==> src/rtl/lte_pkg.sv <==
`timescale 1ns / 1ps
// ----------------------------------------------------------------------------
// Lockset table package
// Operation and status codes, the command record that the front hands to
// the back, and the fixed widths of the item fields.
// ----------------------------------------------------------------------------
package lte_pkg;

	// Fixed widths of the item fields.
	localparam int LOCK_ID_W = 16;
	localparam int OP_W      = 2;
	localparam int STATUS_W  = 2;
	localparam int COUNT_W   = 5;

	// Depth of the command queue between front and back.
	localparam int CMD_Q_DEPTH = 2;
	localparam int CMD_Q_AW    = 1;

	// Operation codes on the input side.
	localparam logic [OP_W-1:0] OP_ADD_WRITE = 2'd0;
	localparam logic [OP_W-1:0] OP_ADD_READ  = 2'd1;
	localparam logic [OP_W-1:0] OP_REMOVE    = 2'd2;
	localparam logic [OP_W-1:0] OP_PROBE     = 2'd3;

	// Status codes on the result side.
	localparam logic [STATUS_W-1:0] ST_OK        = 2'd0;
	localparam logic [STATUS_W-1:0] ST_NOT_FOUND = 2'd1;
	localparam logic [STATUS_W-1:0] ST_FULL      = 2'd2;

	// Classified command kinds.
	typedef enum logic [1:0] {
		CMD_ADD,
		CMD_REMOVE,
		CMD_PROBE
	} cmd_kind_t;

	// One classified command.
	typedef struct packed {
		cmd_kind_t              kind;
		logic [LOCK_ID_W-1:0]   id;
		logic                   is_write;
		logic                   clear;
	} cmd_t;

endpackage

==> src/rtl/lte_front.sv <==
`timescale 1ns / 1ps
// ----------------------------------------------------------------------------
// Lockset table front end
// Accepts input items, classifies them into commands and holds them in a
// short queue until the back end takes them.
// ----------------------------------------------------------------------------
module lte_front (
	input  logic                          clk,
	input  logic                          arst_n,
	input  logic                          push,
	output logic                          full,
	input  logic [lte_pkg::OP_W-1:0]      operation,
	input  logic [lte_pkg::LOCK_ID_W-1:0] lock_id,
	input  logic                          probe_is_write,
	input  logic                          query_start,
	output lte_pkg::cmd_t                 cmd,
	output logic                          cmd_valid,
	input  logic                          cmd_pop
);
	import lte_pkg::*;

	cmd_t                 q_mem_q [CMD_Q_DEPTH];
	logic [CMD_Q_AW-1:0]  wr_ptr_q;
	logic [CMD_Q_AW-1:0]  rd_ptr_q;
	logic [CMD_Q_AW:0]    fill_q;
	cmd_t                 cmd_in;
	logic                 do_push;
	logic                 do_pop;

	// Classify the incoming item.
	always_comb begin
		cmd_in.id       = lock_id;
		cmd_in.is_write = 1'b0;
		cmd_in.clear    = 1'b0;
		cmd_in.kind     = CMD_PROBE;
		unique case (operation)
			OP_ADD_WRITE: begin
				cmd_in.kind     = CMD_ADD;
				cmd_in.is_write = 1'b1;
			end
			OP_ADD_READ: begin
				cmd_in.kind = CMD_ADD;
			end
			OP_REMOVE: begin
				cmd_in.kind = CMD_REMOVE;
			end
			OP_PROBE: begin
				cmd_in.kind     = CMD_PROBE;
				cmd_in.is_write = probe_is_write;
				cmd_in.clear    = query_start;
			end
		endcase
	end

	assign full      = (fill_q == (CMD_Q_AW+1)'(CMD_Q_DEPTH));
	assign cmd_valid = (fill_q != '0);
	assign cmd       = q_mem_q[rd_ptr_q];
	assign do_push   = push && !full;
	assign do_pop    = cmd_pop && cmd_valid;

	// Queue storage.
	always_ff @(posedge clk) begin
		if (do_push) begin
			q_mem_q[wr_ptr_q] <= cmd_in;
		end
	end

	// Queue pointers and fill level.
	always_ff @(posedge clk or negedge arst_n) begin
		if (!arst_n) begin
			wr_ptr_q <= '0;
			rd_ptr_q <= '0;
			fill_q   <= '0;
		end else begin
			if (do_push) begin
				wr_ptr_q <= wr_ptr_q + 1'b1;
			end
			if (do_pop) begin
				rd_ptr_q <= rd_ptr_q + 1'b1;
			end
			if (do_push && !do_pop) begin
				fill_q <= fill_q + 1'b1;
			end else if (!do_push && do_pop) begin
				fill_q <= fill_q - 1'b1;
			end
		end
	end

endmodule

==> src/rtl/lte_back.sv <==
`timescale 1ns / 1ps
// ----------------------------------------------------------------------------
// Lockset table back end
// Executes commands against the lock table memory, one entry per cycle for
// searches, and holds the finished result in an output register.
// ----------------------------------------------------------------------------
module lte_back #(
	parameter int MAX_LOCKS = 16,
	parameter int ID_BITS   = 16
) (
	input  logic                         clk,
	input  logic                         arst_n,
	input  lte_pkg::cmd_t                cmd,
	input  logic                         cmd_valid,
	output logic                         cmd_pop,
	output logic                         empty,
	input  logic                         pop,
	output logic [lte_pkg::STATUS_W-1:0] status,
	output logic                         excluded,
	output logic [lte_pkg::COUNT_W-1:0]  held_count
);
	import lte_pkg::*;

	localparam int IW = (ID_BITS < LOCK_ID_W) ? ID_BITS : LOCK_ID_W;
	localparam int AW = (MAX_LOCKS > 1) ? $clog2(MAX_LOCKS) : 1;
	localparam int CW = $clog2(MAX_LOCKS + 1);

	localparam logic [1:0] S_IDLE   = 2'd0;
	localparam logic [1:0] S_SEARCH = 2'd1;
	localparam logic [1:0] S_MOVE   = 2'd2;
	localparam logic [1:0] S_DONE   = 2'd3;

	logic [IW-1:0]       mem_id [MAX_LOCKS];
	logic                mem_w  [MAX_LOCKS];
	logic [IW-1:0]       rd_id_q;
	logic                rd_w_q;

	logic [1:0]          state_q;
	cmd_t                cmd_q;
	logic [AW-1:0]       idx_q;
	logic [CW-1:0]       count_q;
	logic                excl_q;
	logic [STATUS_W-1:0] stat_q;

	logic                res_valid_q;
	logic [STATUS_W-1:0] res_status_q;
	logic                res_excl_q;
	logic [COUNT_W-1:0]  res_count_q;

	logic                we;
	logic [AW-1:0]       wr_addr;
	logic [IW-1:0]       wr_id;
	logic                wr_w;
	logic [AW-1:0]       rd_addr;
	logic [CW-1:0]       last_cnt;
	logic [AW-1:0]       last_idx;
	logic                is_last;
	logic                id_match;
	logic                slot_free;

	assign last_cnt  = count_q - CW'(1);
	assign last_idx  = last_cnt[AW-1:0];
	assign is_last   = (CW'(idx_q) == last_cnt);
	assign id_match  = (rd_id_q == cmd_q.id[IW-1:0]);
	assign slot_free = !res_valid_q || pop;
	assign cmd_pop   = (state_q == S_IDLE) && cmd_valid;

	// Memory port control: adds write at the tail, a remove writes the moved entry.
	always_comb begin
		we      = 1'b0;
		wr_addr = count_q[AW-1:0];
		wr_id   = cmd.id[IW-1:0];
		wr_w    = cmd.is_write;
		rd_addr = '0;
		unique case (state_q)
			S_IDLE: begin
				we = cmd_valid && (cmd.kind == CMD_ADD) &&
					(count_q != CW'(MAX_LOCKS));
			end
			S_SEARCH: begin
				if ((cmd_q.kind == CMD_REMOVE) && id_match) begin
					rd_addr = last_idx;
				end else begin
					rd_addr = idx_q + 1'b1;
				end
			end
			S_MOVE: begin
				we      = 1'b1;
				wr_addr = idx_q;
				wr_id   = rd_id_q;
				wr_w    = rd_w_q;
			end
			S_DONE: begin
				we = 1'b0;
			end
		endcase
	end

	// Lock table memory with registered read.
	always_ff @(posedge clk) begin
		if (we) begin
			mem_id[wr_addr] <= wr_id;
			mem_w[wr_addr]  <= wr_w;
		end
		rd_id_q <= mem_id[rd_addr];
		rd_w_q  <= mem_w[rd_addr];
	end

	// Command sequencer.
	always_ff @(posedge clk or negedge arst_n) begin
		if (!arst_n) begin
			state_q <= S_IDLE;
			count_q <= '0;
			excl_q  <= 1'b0;
			idx_q   <= '0;
			stat_q  <= ST_OK;
			cmd_q   <= '0;
		end else begin
			unique case (state_q)
				S_IDLE: begin
					if (cmd_valid) begin
						cmd_q  <= cmd;
						idx_q  <= '0;
						stat_q <= ST_OK;
						unique case (cmd.kind)
							CMD_ADD: begin
								if (count_q == CW'(MAX_LOCKS)) begin
									stat_q <= ST_FULL;
								end else begin
									count_q <= count_q + CW'(1);
								end
								state_q <= S_DONE;
							end
							CMD_REMOVE: begin
								if (count_q == '0) begin
									stat_q  <= ST_NOT_FOUND;
									state_q <= S_DONE;
								end else begin
									state_q <= S_SEARCH;
								end
							end
							CMD_PROBE: begin
								if (cmd.clear) begin
									excl_q <= 1'b0;
								end
								state_q <= (count_q == '0) ? S_DONE : S_SEARCH;
							end
							default: begin
								state_q <= S_DONE;
							end
						endcase
					end
				end
				S_SEARCH: begin
					// Read data holds the entry at idx_q.
					if (cmd_q.kind == CMD_REMOVE) begin
						if (id_match) begin
							state_q <= S_MOVE;
						end else if (is_last) begin
							stat_q  <= ST_NOT_FOUND;
							state_q <= S_DONE;
						end else begin
							idx_q <= idx_q + 1'b1;
						end
					end else begin
						if (id_match && (rd_w_q || cmd_q.is_write)) begin
							excl_q  <= 1'b1;
							state_q <= S_DONE;
						end else if (is_last) begin
							state_q <= S_DONE;
						end else begin
							idx_q <= idx_q + 1'b1;
						end
					end
				end
				S_MOVE: begin
					// The last entry has been written into the freed slot.
					count_q <= last_cnt;
					state_q <= S_DONE;
				end
				S_DONE: begin
					if (slot_free) begin
						state_q <= S_IDLE;
					end
				end
			endcase
		end
	end

	// Output register: holds one finished result until it is transferred.
	always_ff @(posedge clk or negedge arst_n) begin
		if (!arst_n) begin
			res_valid_q <= 1'b0;
		end else if ((state_q == S_DONE) && slot_free) begin
			res_valid_q <= 1'b1;
		end else if (pop) begin
			res_valid_q <= 1'b0;
		end
	end

	always_ff @(posedge clk) begin
		if ((state_q == S_DONE) && slot_free) begin
			res_status_q <= stat_q;
			res_excl_q   <= excl_q;
			res_count_q  <= COUNT_W'(count_q);
		end
	end

	assign empty      = !res_valid_q;
	assign status     = res_status_q;
	assign excluded   = res_excl_q;
	assign held_count = res_count_q;

endmodule

==> src/rtl/lockset_table_exclusion_unit.sv <==
`timescale 1ns / 1ps
// ----------------------------------------------------------------------------
// Lockset table exclusion unit
// Keeps a table of held locks and probes elements of other lock sets
// against it, raising a sticky excluded flag on a conflict.
// ----------------------------------------------------------------------------
// Usage:
// Items enter through a queue-like port: an item transfers when push is high
// and full is low. Each item yields exactly one result, offered on status,
// excluded and held_count while empty is low, and transferred when pop is
// high and empty is low. Results come out in item order.
// A front end classifies items into a two-entry command queue; the back end
// executes one command at a time against the table memory. An add goes from
// the idle state straight to the done state. A remove or probe scans the
// table one entry per cycle through the memory's registered read port, up to
// MAX_LOCKS entries; a remove that hits then moves the last entry into the
// freed slot. An item passes from the command queue through the back end's
// sequencer to the output register before its result appears.
// Reset empties the table and clears the excluded flag; table contents are
// not cleared, since only entries below the count are read. When the result
// side stalls, one finished result waits in the output register and the
// command queue keeps accepting items until it is full.
// ----------------------------------------------------------------------------
module lockset_table_exclusion_unit #(
	parameter int MAX_LOCKS = 16,
	parameter int ID_BITS   = 16
) (
	input  logic                          clk,
	input  logic                          arst_n,
	input  logic                          push,
	output logic                          full,
	input  logic [lte_pkg::OP_W-1:0]      operation,
	input  logic [lte_pkg::LOCK_ID_W-1:0] lock_id,
	input  logic                          probe_is_write,
	input  logic                          query_start,
	output logic                          empty,
	input  logic                          pop,
	output logic [lte_pkg::STATUS_W-1:0]  status,
	output logic                          excluded,
	output logic [lte_pkg::COUNT_W-1:0]   held_count
);
	import lte_pkg::*;

	cmd_t cmd;
	logic cmd_valid;
	logic cmd_pop;

	// Item intake and classification.
	lte_front u_front (
		.clk            (clk),
		.arst_n         (arst_n),
		.push           (push),
		.full           (full),
		.operation      (operation),
		.lock_id        (lock_id),
		.probe_is_write (probe_is_write),
		.query_start    (query_start),
		.cmd            (cmd),
		.cmd_valid      (cmd_valid),
		.cmd_pop        (cmd_pop)
	);

	// Table execution and result delivery.
	lte_back #(
		.MAX_LOCKS (MAX_LOCKS),
		.ID_BITS   (ID_BITS)
	) u_back (
		.clk        (clk),
		.arst_n     (arst_n),
		.cmd        (cmd),
		.cmd_valid  (cmd_valid),
		.cmd_pop    (cmd_pop),
		.empty      (empty),
		.pop        (pop),
		.status     (status),
		.excluded   (excluded),
		.held_count (held_count)
	);

endmodule

==> config.mk <==
export PLATFORM = sky130hd
export DESIGN_NAME = lockset_table_exclusion_unit
export DESIGN_NICKNAME = d
export VERILOG_FILES = /design/src/rtl/lte_pkg.sv /design/src/rtl/lte_front.sv /design/src/rtl/lte_back.sv /design/src/rtl/lockset_table_exclusion_unit.sv
export SDC_FILE = /design/constraint.sdc
export NUM_CORES = 1
export LEC_CHECK = 0
export ABC_AREA = 0
export BUFFER_PORTS_ARGS = -buffer_cell sky130_fd_sc_hd__buf_2
export CAP_MARGIN = 20
export CORE_MARGIN = 10
export CORE_UTILIZATION = 62
export CTS_BUF_LIST = sky130_fd_sc_hd__clkbuf_16
export CTS_CLUSTER_SIZE = 25
export DETAILED_ROUTE_END_ITERATION = 16
export PLACE_DENSITY = 0.87
export SLEW_MARGIN = 40
export SYNTH_ARGS = -nofsm -noshare
export SYNTH_HDL_FRONTEND = slang
export SYNTH_HIERARCHICAL = 1
export SYNTH_SLANG_ARGS = --single-unit
==> constraint.sdc <==
create_clock -name clk -period 3.25 [get_ports clk]
set_clock_uncertainty 0.05 [all_clocks]
set_input_delay 0.1625 -clock clk [delete_from_list [all_inputs] [get_ports clk]]
set_output_delay 0.1625 -clock clk [all_outputs]
set_load 0.01 [all_outputs]
Word-level counts from Yosys, hierarchy flattened
Memories as Yosys holds them, arrays and structs flattened. A register that Yosys moved wholly into a read port is not among the register bits.
Cells that the tools add are included.
{"block": "totals", "input_bits": 24, "output_inout_bits": 10, "register_bits": 46, "latchBits": 0, "mem_count": 3, "mem_bits_rw": 312, "rom_bits": 0}
{"memory": "u_back.mem_id", "words": 16, "word_bits": 16, "read_ports": 1, "rd_clocked_by_memory_dff": 1, "write_ports": 1, "line_no": "lte_back.sv:33", "source": "logic [IW-1:0] mem_id [MAX_LOCKS];"}
{"memory": "u_front.q_mem_q", "words": 2, "word_bits": 20, "read_ports": 1, "rd_clocked_by_memory_dff": 0, "write_ports": 1, "line_no": "lte_front.sv:22", "source": "cmd_t q_mem_q [CMD_Q_DEPTH];"}
{"memory": "u_back.mem_w", "words": 16, "word_bits": 1, "read_ports": 1, "rd_clocked_by_memory_dff": 1, "write_ports": 1, "line_no": "lte_back.sv:34", "source": "logic mem_w [MAX_LOCKS];"}
{"block": "op_classes", "muxes": 50, "shift": 0, "n_mul": 0, "n_reduce_logical": 33, "bitwise_logic": 0, "n_div": 0, "magnitude_cmp": 0, "eq_ne": 27, "addsub": 7}
{"operator": "4-bit 2-to-1 mux", "count": 8}
{"operator": "2-bit 2-to-1 mux", "count": 15}
{"operator": "16-bit == test", "count": 1}
{"operator": "16-bit 2-to-1 mux", "count": 1}
{"operator": "5-bit 2-to-1 mux", "count": 3}
{"operator": "1-bit 2-to-1 mux", "count": 14}
{"operator": "2-bit == test (second input constant)", "count": 6}
{"operator": "2-bit by 1-bit != test with 1-bit output (second input constant)", "count": 6}
{"operator": "1-bit logical AND", "count": 10}
{"operator": "2-bit != test (second input constant)", "count": 5}
{"operator": "5-bit case mux with 2 select lines", "count": 1}
{"operator": "2-bit nonzero test", "count": 5}
{"operator": "2-bit by 1-bit == test with 1-bit output (second input constant)", "count": 4}
{"operator": "2-bit case mux with 2 select lines", "count": 2}
{"operator": "2-bit case mux with 4 select lines", "count": 1}
{"operator": "4-bit case mux with 2 select lines", "count": 1}
{"operator": "4-bit AND reduction", "count": 2}
{"operator": "2-bit zero test", "count": 3}
{"operator": "1-bit case mux with 2 select lines", "count": 3}
{"operator": "2-bit case mux with 3 select lines", "count": 1}
{"operator": "6-bit AND reduction", "count": 1}
{"operator": "5-bit by 1-bit adder with 5-bit output (second input constant)", "count": 1}
{"operator": "4-bit by 5-bit == test with 1-bit output", "count": 1}
{"operator": "5-bit == test (second input constant)", "count": 1}
{"operator": "14 further kinds", "count": 21}

Longest topological paths before layout
Gate-level depths: netlist of the first run.
{"block": "logic_depth", "ltp_word": 7, "depth_mapped": 11, "ltp_nobuf": 10}

Hierarchy
The synthesis of the first run kept the hierarchy.
{"module": "lte_back", "seq_area_each_um2": 9599.2, "area_per_inst_um2": 14037.2, "cells_each": 1026, "instances": 1}
{"module": "lte_front", "seq_area_each_um2": 1301.2, "area_per_inst_um2": 1800.5, "cells_each": 90, "instances": 1}

Worst setup path after synthesis of the first run
No wires, ideal clock.
{"block": "synth_timing", "path_kind": "reg2reg", "start": "register u_front.rd_ptr_q", "end": "memory u_back/mem_id[11][0] (netlist bit), enable pin", "synth_period_minus_slack_ps": 2979, "slack_ps": 271, "arrival_ps": 2538, "setup_time_ps": 390, "path_stages_with_launch": 10, "n_path_buf": 2, "cell_sequence": "dfrtp_1 -> buf_6 -> mux2_4 -> inv_1 -> ha_1 -> and3_1 -> clkbuf_1 -> nand3_1 -> o21a_1 -> nor2_1"}
{"item": "start: declaration", "line_no": "lte_front.sv:24", "source": "logic [CMD_Q_AW-1:0] rd_ptr_q;"}
{"item": "start signal: assignment", "line_no": "lte_front.sv:79", "source": "rd_ptr_q <= rd_ptr_q + 1'b1;"}
{"item": "end: declaration", "line_no": "lte_back.sv:33"}

Worst setup path in the final report of the first run
{"block": "layout_timing", "start": "register u_back/cmd_q[7] (netlist bit)", "end": "register u_back.rd_id_q[11] (read register of u_back.mem_id)"}
{"block": "layout_via", "elab_chain_len": 4}
{"item": "start: declaration", "line_no": "lte_back.sv:39", "source": "cmd_t cmd_q;"}
{"item": "start signal: assignment", "line_no": "lte_back.sv:122", "source": "cmd_q <= cmd;"}
{"item": "16-bit == test", "line_no": "lte_back.sv:64", "source": "assign id_match = (rd_id_q == cmd_q.id[IW-1:0]);"}
{"item": "1-bit logical AND", "line_no": "lte_back.sv:81", "source": "if ((cmd_q.kind == CMD_REMOVE) && id_match) begin"}
{"item": "4-bit 2-to-1 mux", "line_no": "lte_back.sv:81"}
{"item": "4-bit 2-to-1 mux", "line_no": "lte_back.sv:75", "source": "unique case (state_q)"}
{"item": "end: declaration", "line_no": "lte_back.sv:35", "source": "logic [IW-1:0] rd_id_q;"}
Every way passes these cells.
A chain may end at the register's enable or synchronous reset.

==> results of run 1 <==
## cells in the mapped netlist, types with 2 or more instances
cell type | n | area (µm²)
sky130_fd_sc_hd__buf_6 | 8 | 90.1
sky130_fd_sc_hd__a22oi_2 | 17 | 213
sky130_fd_sc_hd__o21ai_1 | 2 | 10.0
sky130_fd_sc_hd__nor3_1 | 8 | 40.0
sky130_fd_sc_hd__nand2b_1 | 8 | 50.1
sky130_fd_sc_hd__dfrtp_1 | 38 | 951
sky130_fd_sc_hd__buf_1 | 7 | 26.3
sky130_fd_sc_hd__a211oi_1 | 2 | 15.0
sky130_fd_sc_hd__o211ai_1 | 19 | 143
sky130_fd_sc_hd__ha_1 | 11 | 138
sky130_fd_sc_hd__clkbuf_1 | 55 | 206
sky130_fd_sc_hd__and3_1 | 38 | 238
sky130_fd_sc_hd__xor2_1 | 21 | 184
sky130_fd_sc_hd__buf_2 | 14 | 70.1
sky130_fd_sc_hd__o21a_1 | 2 | 15.0
sky130_fd_sc_hd__o211ai_2 | 18 | 225
sky130_fd_sc_hd__mux2_2 | 38 | 428
sky130_fd_sc_hd__nor2b_1 | 6 | 37.5
sky130_fd_sc_hd__xnor2_1 | 10 | 87.6
sky130_fd_sc_hd__a32o_1 | 17 | 170
sky130_fd_sc_hd__o2bb2ai_1 | 2 | 17.5
sky130_fd_sc_hd__a21oi_1 | 24 | 120
sky130_fd_sc_hd__nor3b_1 | 3 | 22.5
sky130_fd_sc_hd__and2_1 | 5 | 31.3
sky130_fd_sc_hd__dfxtp_1 | 17 | 340
sky130_fd_sc_hd__mux2_4 | 19 | 285
sky130_fd_sc_hd__nor4_1 | 4 | 25.0
sky130_fd_sc_hd__a41oi_1 | 3 | 26.3
sky130_fd_sc_hd__inv_1 | 11 | 41.3
sky130_fd_sc_hd__a211o_1 | 34 | 298
sky130_fd_sc_hd__o31ai_1 | 2 | 15.0
sky130_fd_sc_hd__a31oi_1 | 3 | 18.8
sky130_fd_sc_hd__nor2_1 | 24 | 90.1
sky130_fd_sc_hd__nand3_1 | 78 | 390
sky130_fd_sc_hd__a311oi_1 | 34 | 298
sky130_fd_sc_hd__o21ai_0 | 57 | 285
sky130_fd_sc_hd__nand2_1 | 120 | 450
sky130_fd_sc_hd__edfxtp_1 | 320 | 9610
## worst max-delay path by stage
stage | from | to | slack, ns | cells after the start
after global routing | u_back/cmd_q[7] | u_back/rd_id_q[11] | -0.03 | 9
after global placement | u_back/cmd_q[13] | u_back/rd_id_q[11] | 0.02 | 9
after detailed placement | u_back/cmd_q[13] | u_back/rd_id_q[11] | -0.06 | 9
final | u_back/cmd_q[7] | u_back/rd_id_q[11] | -0.008 | 9
after CTS | u_back/cmd_q[9] | u_back/rd_id_q[0] | 0.02 | 10
after floorplan | u_front/rd_ptr_q | u_back/mem_id[11][0] | 0.27 | 9
## registers in the layout, indices dropped and copies added (netlist names), 4 cells and up
| signal | flops |
|---|---|
| u_back/mem_id | 256 |
| u_back/rd_id_q | 16 |
| u_back/held_count | 5 |
| u_back/cmd_q | 19 |
| u_front/q_mem_q | 40 |
| u_back/idx_q | 4 |
| u_back/count_q | 5 |
| u_back/mem_w | 16 |
## stage by stage
stage / hold slack, ns / worst slack (ns)
after floorplan: -0.183 / 0.271
after global placement: 0.267 / 0.0209
after detailed placement: 0.117 / -0.0575
after CTS: 0.119 / 0.0156
after global routing: 0.152 / -0.0309
final: 0.105 / -0.00780
## power breakdown
| group | total [mW] | switching (mW) | internal, mW |
|---|---|---|---|
| registers | 7.19 | 0.503 | 6.69 |
| clock network | 4.03 | 1.78 | 2.25 |
| logic | 6.04 | 3.88 | 2.16 |
| total | 17.3 | 6.16 | 11.1 |
## placed cells by master (no fill, tap or decap), types with 10 or more instances in the layout
cell                            netlist  routed
sky130_fd_sc_hd__xor2_1              21      21
sky130_fd_sc_hd__nor2_1              24      15
sky130_fd_sc_hd__dlygate4sd3_1        0      23
sky130_fd_sc_hd__nand3_1             78      78
sky130_fd_sc_hd__clkbuf_16            0      40
sky130_fd_sc_hd__a311oi_1            34      34
sky130_fd_sc_hd__dfrtp_1             38      38
sky130_fd_sc_hd__a22oi_2             17      17
sky130_fd_sc_hd__mux2_2              38      38
sky130_fd_sc_hd__buf_2               14      32
sky130_fd_sc_hd__o211ai_2            18      18
sky130_fd_sc_hd__o21ai_0             57      57
sky130_fd_sc_hd__dfxtp_1             17      17
sky130_fd_sc_hd__a32o_1              17      17
sky130_fd_sc_hd__edfxtp_1           320     320
sky130_fd_sc_hd__nand2_1            120     120
sky130_fd_sc_hd__and3_1              38      37
sky130_fd_sc_hd__a21oi_1             24      24
sky130_fd_sc_hd__o211ai_1            19      19
sky130_fd_sc_hd__xnor2_1             10      10
sky130_fd_sc_hd__buf_4                1      61
sky130_fd_sc_hd__ha_1                11      11
sky130_fd_sc_hd__inv_1               11      22
sky130_fd_sc_hd__a211o_1             34      34
sky130_fd_sc_hd__mux2_4              19      19
## timing repair
item                       in CTS  in global routing
gates cloned                    0                  1
setup endpoints to repair       9                 12
gates resized for setup         1                  5
hold endpoints to repair       80                  0
pin swaps                       0                  1
hold buffers                   23                  0
## routing by layer
| metal | part of all wire [%] | wire [µm] |
|---|---|---|
| met3 | 10 | 4130 |
| met4 | 5.1 | 2090 |
| met5 | 0 | 0 |
| met1 | 36 | 14600 |
| met2 | 49 | 19800 |
## cells by family after synthesis
family                     Yosys count
and+or+nand+nor                    303
xor gates and xnor gates            31
AOI/OAI and AO/OA                  241
buffers and inverters               97
muxes                               58
DFF                                375
adders and majority gates           11
## cell type report
type | count | area, µm²
Fill cell | 1444 | 7040
Tap cell | 330 | 413
Inverter | 11 | 41.3
Clock buffer | 39 | 976
Timing Repair Buffer | 127 | 1080
Antenna cell | 1 | 2.50
Clock inverter | 29 | 149
Sequential cell | 375 | 10900
Multi-Input combinational cell | 644 | 4580
## worst max-delay path: stages (launching register included)
cell and delay, ns:
sky130_fd_sc_hd__dfrtp_1 0.40, sky130_fd_sc_hd__xor2_1 0.17, sky130_fd_sc_hd__nor4_1 0.43, sky130_fd_sc_hd__nand4_1 0.24, sky130_fd_sc_hd__or4_4 0.58, sky130_fd_sc_hd__buf_16 0.24, sky130_fd_sc_hd__and3_1 0.26, sky130_fd_sc_hd__a211o_1 0.27
sky130_fd_sc_hd__a22oi_2 0.28, sky130_fd_sc_hd__o211ai_2 0.14
==> results.md, run 1 <==
* Status: complete, but fails checks
* Violated checks: negative setup slack
* Number of nets in the layout at 1,231
* Cell area after layout at 0.0181 mm²
* Combinational family with the most area after synthesis: compound AO/OA/AOI/OAI gates
* Total cell area at the placement stage at 0.0167 mm²
* Post-Syn Instances at 1,116
* Routability congestion estimate from global placement at 0.878
* FF-to-FF End: u_back/rd_id_q[11]
* Met1 usage at 29.8%
* Synthesized area per cell at 14.2 µm²
* Clk sink count at 375
* Layout overhead on the synthesized area at 14.5%
* PortBufs at 33
* Max Clock Freq at 0.307 GHz
* Clock period minus final worst setup slack at 3.26 ns
* Leakage power total at 6.49 nW
* Headroom to the max-slew limit at 51.5%
* Clock network latency to the later pin of the worst-skew pair at 0.54 ns
* Inst Count DP at 1,463
* Total of flip-flops plus latches after synthesis at 375
* Share of cell area taken by muxes after synthesis at 4.57%
* FF-to-FF Start: u_back/cmd_q[7]
* Worst R2R Path Depth at 9
* Final Cycle Share at 100%
* Drt first-iter violations at 1,494
* Global-route wire length before repair at 61,400 µm
* Max-slew violation count at 0
* Tightest Hold Check Type: primary input to async pin
* Sum of net half-perimeters after detailed placement at 22,800 µm
* Register-to-register path setup slack at -0.008 ns
* Number of warnings issued by yosys at 6
* Post-route core utilization at 72.0%
* Xor/xnor cell area share of the yosys netlist at 1.71%
* Tot GR Track Use at 23.9%
* Maximum fanout along the worst path at 85
* GRT met3 Usage at 4.66%
* Post-route total power at 17.3 mW
* Worst setup SP type: flop
* CTS tree: done
* Drt first pass iters at 6
* Final non-filler cell total at 1,556
* Peak supply drop at 0.734 mV
* Area enclosed by the die boundary at 0.0323 mm²
* Adder-Cell Fraction of Synth Area at 0.869%
* Horizontal die dimension at 180 µm
* I/O pin total at 34
* EDFF count, synth at 320
* Async set-reset flop share out of synthesis at 10.1%
* Remaining number of nets flagged by the antenna check after routing at 0
* Setup Fix Bufs, Post-CTS at 0
* Floorplan Core Area at 0.0252 mm²
* Detail-routed via count per cell at 6.77
* Number of hold violations in the final report at 0
* Simple-gate portion of the synthesized area at 9.16%
* Fraction of layout instances using a drive strength above 1 at 21.8%
* Peak-usage layer in the global routing report: met2
* Setup TNS at -0.00780 ns
* Wire length reported by the detailed router at 40,700 µm
* Crit path capture type: flop
* Power Density at 951 mW/mm²
* Setup slack after layout at -0.00780 ns
* Number of standard-cell rows in the floorplan at 58
* Pin count of the biggest net entering global routing at 86
* Distinct cells, synth at 55
* Clock buffers created by TritonCTS at 37
* Data arrival time of the critical path at 3.60 ns
* Required time at the worst-slack endpoint at 3.59 ns
* Initial antenna violation count at 0
* Vias in the first global route at 10,665
* H-tree lvl count at 2
* Height of the die at 180 µm
* Overall overflow remaining after global route at 0
* Number of max-capacitance violations reported at 0
* Sequential element share of the synthesized area at 68.8%
* Post-route DRC violation count at 0
* Global-route met2 utilization at 39.4%
* Final setup violation count at 1
* Startpoint-to-endpoint class of the critical path: flop to flop
* Predominant post-synthesis flop cell: sky130_fd_sc_hd__edfxtp_1
* Clock root cell: sky130_fd_sc_hd__clkbuf_16
* Post-Synthesis Net Count at 1,151
* Initial core utilization at 62.9%
* Synth Area in Compound Gates at 12.0%
* Clk buf depth at 3
* Post-synthesis instance area at 0.0158 mm²
* Avg WL per Cell at 26.1 µm
* Transition time of the tightest slew-check pin at 0.726 ns
* Vias post-DR at 10,532
* Clock transition at path regs at 0.06 ns
(Power assumes the default switching activity.)
==> inputs of run 2 (changes only) <==
--- a/config.mk
+++ b/config.mk
@@ -14,8 +14,9 @@
 export CTS_CLUSTER_SIZE = 25
 export DETAILED_ROUTE_END_ITERATION = 16
 export PLACE_DENSITY = 0.87
+export REMOVE_ABC_BUFFERS = 1
+export SKIP_CTS_REPAIR_TIMING = 1
 export SLEW_MARGIN = 40
 export SYNTH_ARGS = -nofsm -noshare
 export SYNTH_HDL_FRONTEND = slang
-export SYNTH_HIERARCHICAL = 1
 export SYNTH_SLANG_ARGS = --single-unit
==> results.md, run 2 <==
* Final Cycle Share at 96.0% (-4.2 points)
* Horizontal die dimension at 179 µm (-0.57%)
* Synthesized area per cell at 13.9 µm² (-2.2%)
* Worst setup SP type: flop
* Clock transition at path regs at 0.06 ns (about the same)
* Register with the most flip-flops: u_back.mem_id
* Number of max-capacitance violations reported at 0 (unchanged)
* Distinct cells, synth at 48 (-13%)
* Remaining number of nets flagged by the antenna check after routing at 0 (unchanged)
* Post-synthesis instance area at 0.0156 mm² (-1.3%)
* Sum of net half-perimeters after detailed placement at 23,000 µm (+1.0%)
* Violated checks: negative hold slack
* Tightest Hold Check Type: primary input to flop
* Setup slack after layout at 0.130 ns (+0.138 ns)
* Post-route core utilization at 71.7% (-0.36 points)
* Clk buf depth at 3 (unchanged)
* Predominant post-synthesis flop cell: sky130_fd_sc_hd__edfxtp_1
* Sequential element share of the synthesized area at 69.7% (+0.90 points)
* Global-route wire length before repair at 60,300 µm (-1.8%)
* Ranking of synthesized cells by area: sky130_fd_sc_hd__edfxtp_1 61%, sky130_fd_sc_hd__dfrtp_1 6.1%, sky130_fd_sc_hd__nand3_1 2.5%, sky130_fd_sc_hd__dfxtp_1 2.2%, sky130_fd_sc_hd__a21oi_1 2.0%
* Fin Hold WS at -0.00678 ns (-0.112 ns)
* Max-slew violation count at 0 (unchanged)
* Met3 Wirelength at 4660 µm (+13%)
* Number of filler instances in the final layout at 1,465 (+1.5%)
* Total of flip-flops plus latches after synthesis at 375 (unchanged)
* Number of nets in the layout at 1,226 (-0.41%)
* Peak supply drop at 0.949 mV (+29%)
* Drt first pass iters at 6 (unchanged)
* Leakage power total at 6.32 nW (-2.7%)
* Overall overflow remaining after global route at 0 (unchanged)
* Vias post-DR at 10,708 (+1.7%)
* Crit path capture type: flop
* Area enclosed by the die boundary at 0.0320 mm² (-1.1%)
* Most used standard cell by instance count after synthesis: sky130_fd_sc_hd__edfxtp_1
* Maximum fanout along the worst path at 12 (-86%)
* Clock period minus final worst setup slack at 3.12 ns (-0.138 ns)
* Clock network latency to the later pin of the worst-skew pair at 0.53 ns (about the same)
* Largest registers in the final layout: u_back.mem_id x256, u_front.q_mem_q x40, u_back.cmd_q x19
* Transition time of the tightest slew-check pin at 0.771 ns (+0.0442 ns)
* H-tree lvl count at 2 (unchanged)
* Detail-routed via count per cell at 6.92 (+2.2%)
* Tot GR Track Use at 24.7% (+0.73 points)
* Required time at the worst-slack endpoint at 3.39 ns (-0.20 ns)
* Most area-hungry cell type in the Yosys netlist: sky130_fd_sc_hd__edfxtp_1
* Antenna diodes at 0 (-1)
* Commonest non-fill, non-tap cell in the layout: sky130_fd_sc_hd__edfxtp_1
* I/O pin total at 34 (unchanged)
* Post-Syn Instances at 1,126 (+0.90%)
* EDFF count, synth at 320 (unchanged)
* Vias in the first global route at 10,416 (-2.3%)
* Height of the die at 179 µm (-0.57%)
* Floorplan Core Area at 0.0250 mm² (-0.86%)
* WL met2 at 20,800 µm (+5.1%)
* Initial antenna violation count at 0 (unchanged)
* Max Clock Freq at 0.320 GHz (+4.4%)
* Routed length on met1 at 14,100 µm (-3.5%)
* Layout overhead on the synthesized area at 14.5% (about the same)
* CTS tree: done
* Wire length reported by the detailed router at 41,400 µm (+1.9%)
* Data arrival time of the critical path at 3.26 ns (-0.34 ns)
* Number of warnings issued by yosys at 0 (-6)
* Initial core utilization at 62.6% (-0.27 points)
* Most frequent cells in the layout: 320 x sky130_fd_sc_hd__edfxtp_1, 76 x sky130_fd_sc_hd__nand3_1, 71 x sky130_fd_sc_hd__nand2_1
* Clock buffers created by TritonCTS at 36 (-2.7%)
* Power Density at 1140 mW/mm² (+20%)
* Pin count of the biggest net entering global routing at 73 (-15%)
* Startpoint-to-endpoint class of the critical path: flop to flop
* Async set-reset flop share out of synthesis at 10.1% (unchanged)
* Number of standard-cell rows in the floorplan at 58 (unchanged)
* Post-synth top area share at 61.5% (+0.79 points)
* Clock root cell: sky130_fd_sc_hd__clkbuf_16
* Post-route DRC violation count at 0 (unchanged)
* Fraction of layout instances using a drive strength above 1 at 19.4% (-2.4 points)
* Number of flip-flops in the largest register at 256 (unchanged)
* Status: complete, but fails checks
* Clk sink count at 375 (unchanged)
* Final setup violation count at 0 (-1)
* Cell types with the highest counts after synthesis: 320 x sky130_fd_sc_hd__edfxtp_1, 77 x sky130_fd_sc_hd__nand3_1, 72 x sky130_fd_sc_hd__nor2_1, 71 x sky130_fd_sc_hd__nand2_1
* Number of hold violations in the final report at 4 (+4)
* Post-placement setup slack at 0.0409 ns (+0.0984 ns)
* Avg WL per Cell at 26.8 µm (+2.4%)
* PortBufs at 33 (unchanged)
* Drt first-iter violations at 1,601 (+7.2%)
* Routability congestion estimate from global placement at 0.850 (-3.3%)
* Top routing layer used: met4
* Headroom to the max-slew limit at 48.1% (-3.4 points)
==> run 2: where the power goes <==
| part | leakage (nW) | switching (mW) | internal (mW) |
|---|---|---|---|
| clock network | 0.591 | 1.72 | 2.18 |
| logic | 2.25 | 6.23 | 3.55 |
| registers | 3.47 | 0.451 | 6.31 |
| total | 6.32 | 8.40 | 12.0 |
==> run 2: area by class of cell <==
cell class	count	area, µm²	share of cell area [%]
repair buffers	114	982	5.49
clock buffers	36	901	5.03
multi-input cells	653	4470	25.0
well taps	330	413	2.31
clock inverters	29	185	1.03
inverters	11	41.3	0.231
flip-flops and latches	375	10900	60.9
==> run 2: cell families after synthesis <==
logic type | Yosys count | synth area share [%]
xor+xnor | 34 | 1.90
mux | 39 | 2.65
simple gates | 297 | 9.13
flops | 375 | 69.7
fa+ha+maj | 11 | 0.880
compound gates | 272 | 12.9
buf+inv | 98 | 2.86
==> run 2: layer usage <==
metal	track usage (%)	vias up
met5	0	-
li1	-	4450
met4	10.8	0
met2	41.4	831
met1	30.1	5263
met3	5.62	164
==> run 2: through the flow <==
| step | cells | power (mW) | area [µm²] | TNS (ns) |
|---|---|---|---|---|
| finish | 1548 | 20.4 | 17900 | 0 |
| global route | 1548 | 21.2 | 17900 | -3.16 |
| CTS | 1527 | 20.0 | 17700 | -0.00504 |
| detailed placement | 1462 | 16.1 | 16600 | 0 |
| global placement | 1462 | 15.7 | 16500 | 0 |
| floorplan | 1039 | 11.8 | 15200 | -103.98 |
==> run 2: path summary, 6_finish.rpt <==
check | from | end | slack (ns) | depth (start not counted)
setup / recovery | u_front.rd_ptr_q | u_back.mem_id[3][9] | 0.13 | 10
hold / removal | operation[0] | u_front.q_mem_q[0][19] | -0.007 | 2
setup reg to reg | u_front.rd_ptr_q | u_back.mem_id[3][9] | 0.13 | 10
hold reg to reg | u_back.stat_q[1] | u_back.status[1] | 0.41 | 0
max in group asynchronous | arst_n | u_back.cmd_q[11] | 2.65 | 2
min in group asynchronous | arst_n | u_back.cmd_q[17] | 0.14 | 2
==> run 2: worst max-delay path, stage by stage (launching register included) <==
cell	delay (ns)
sky130_fd_sc_hd__dfrtp_1	0.48
sky130_fd_sc_hd__mux2i_1	0.50
sky130_fd_sc_hd__ha_1	0.26
sky130_fd_sc_hd__o21ai_0	0.09
sky130_fd_sc_hd__a21oi_1	0.13
sky130_fd_sc_hd__nor2_1	0.07
sky130_fd_sc_hd__nor2_1	0.22
sky130_fd_sc_hd__buf_4	0.19
sky130_fd_sc_hd__o21ai_0	0.27
sky130_fd_sc_hd__nor2_2	0.21
sky130_fd_sc_hd__buf_4	0.31
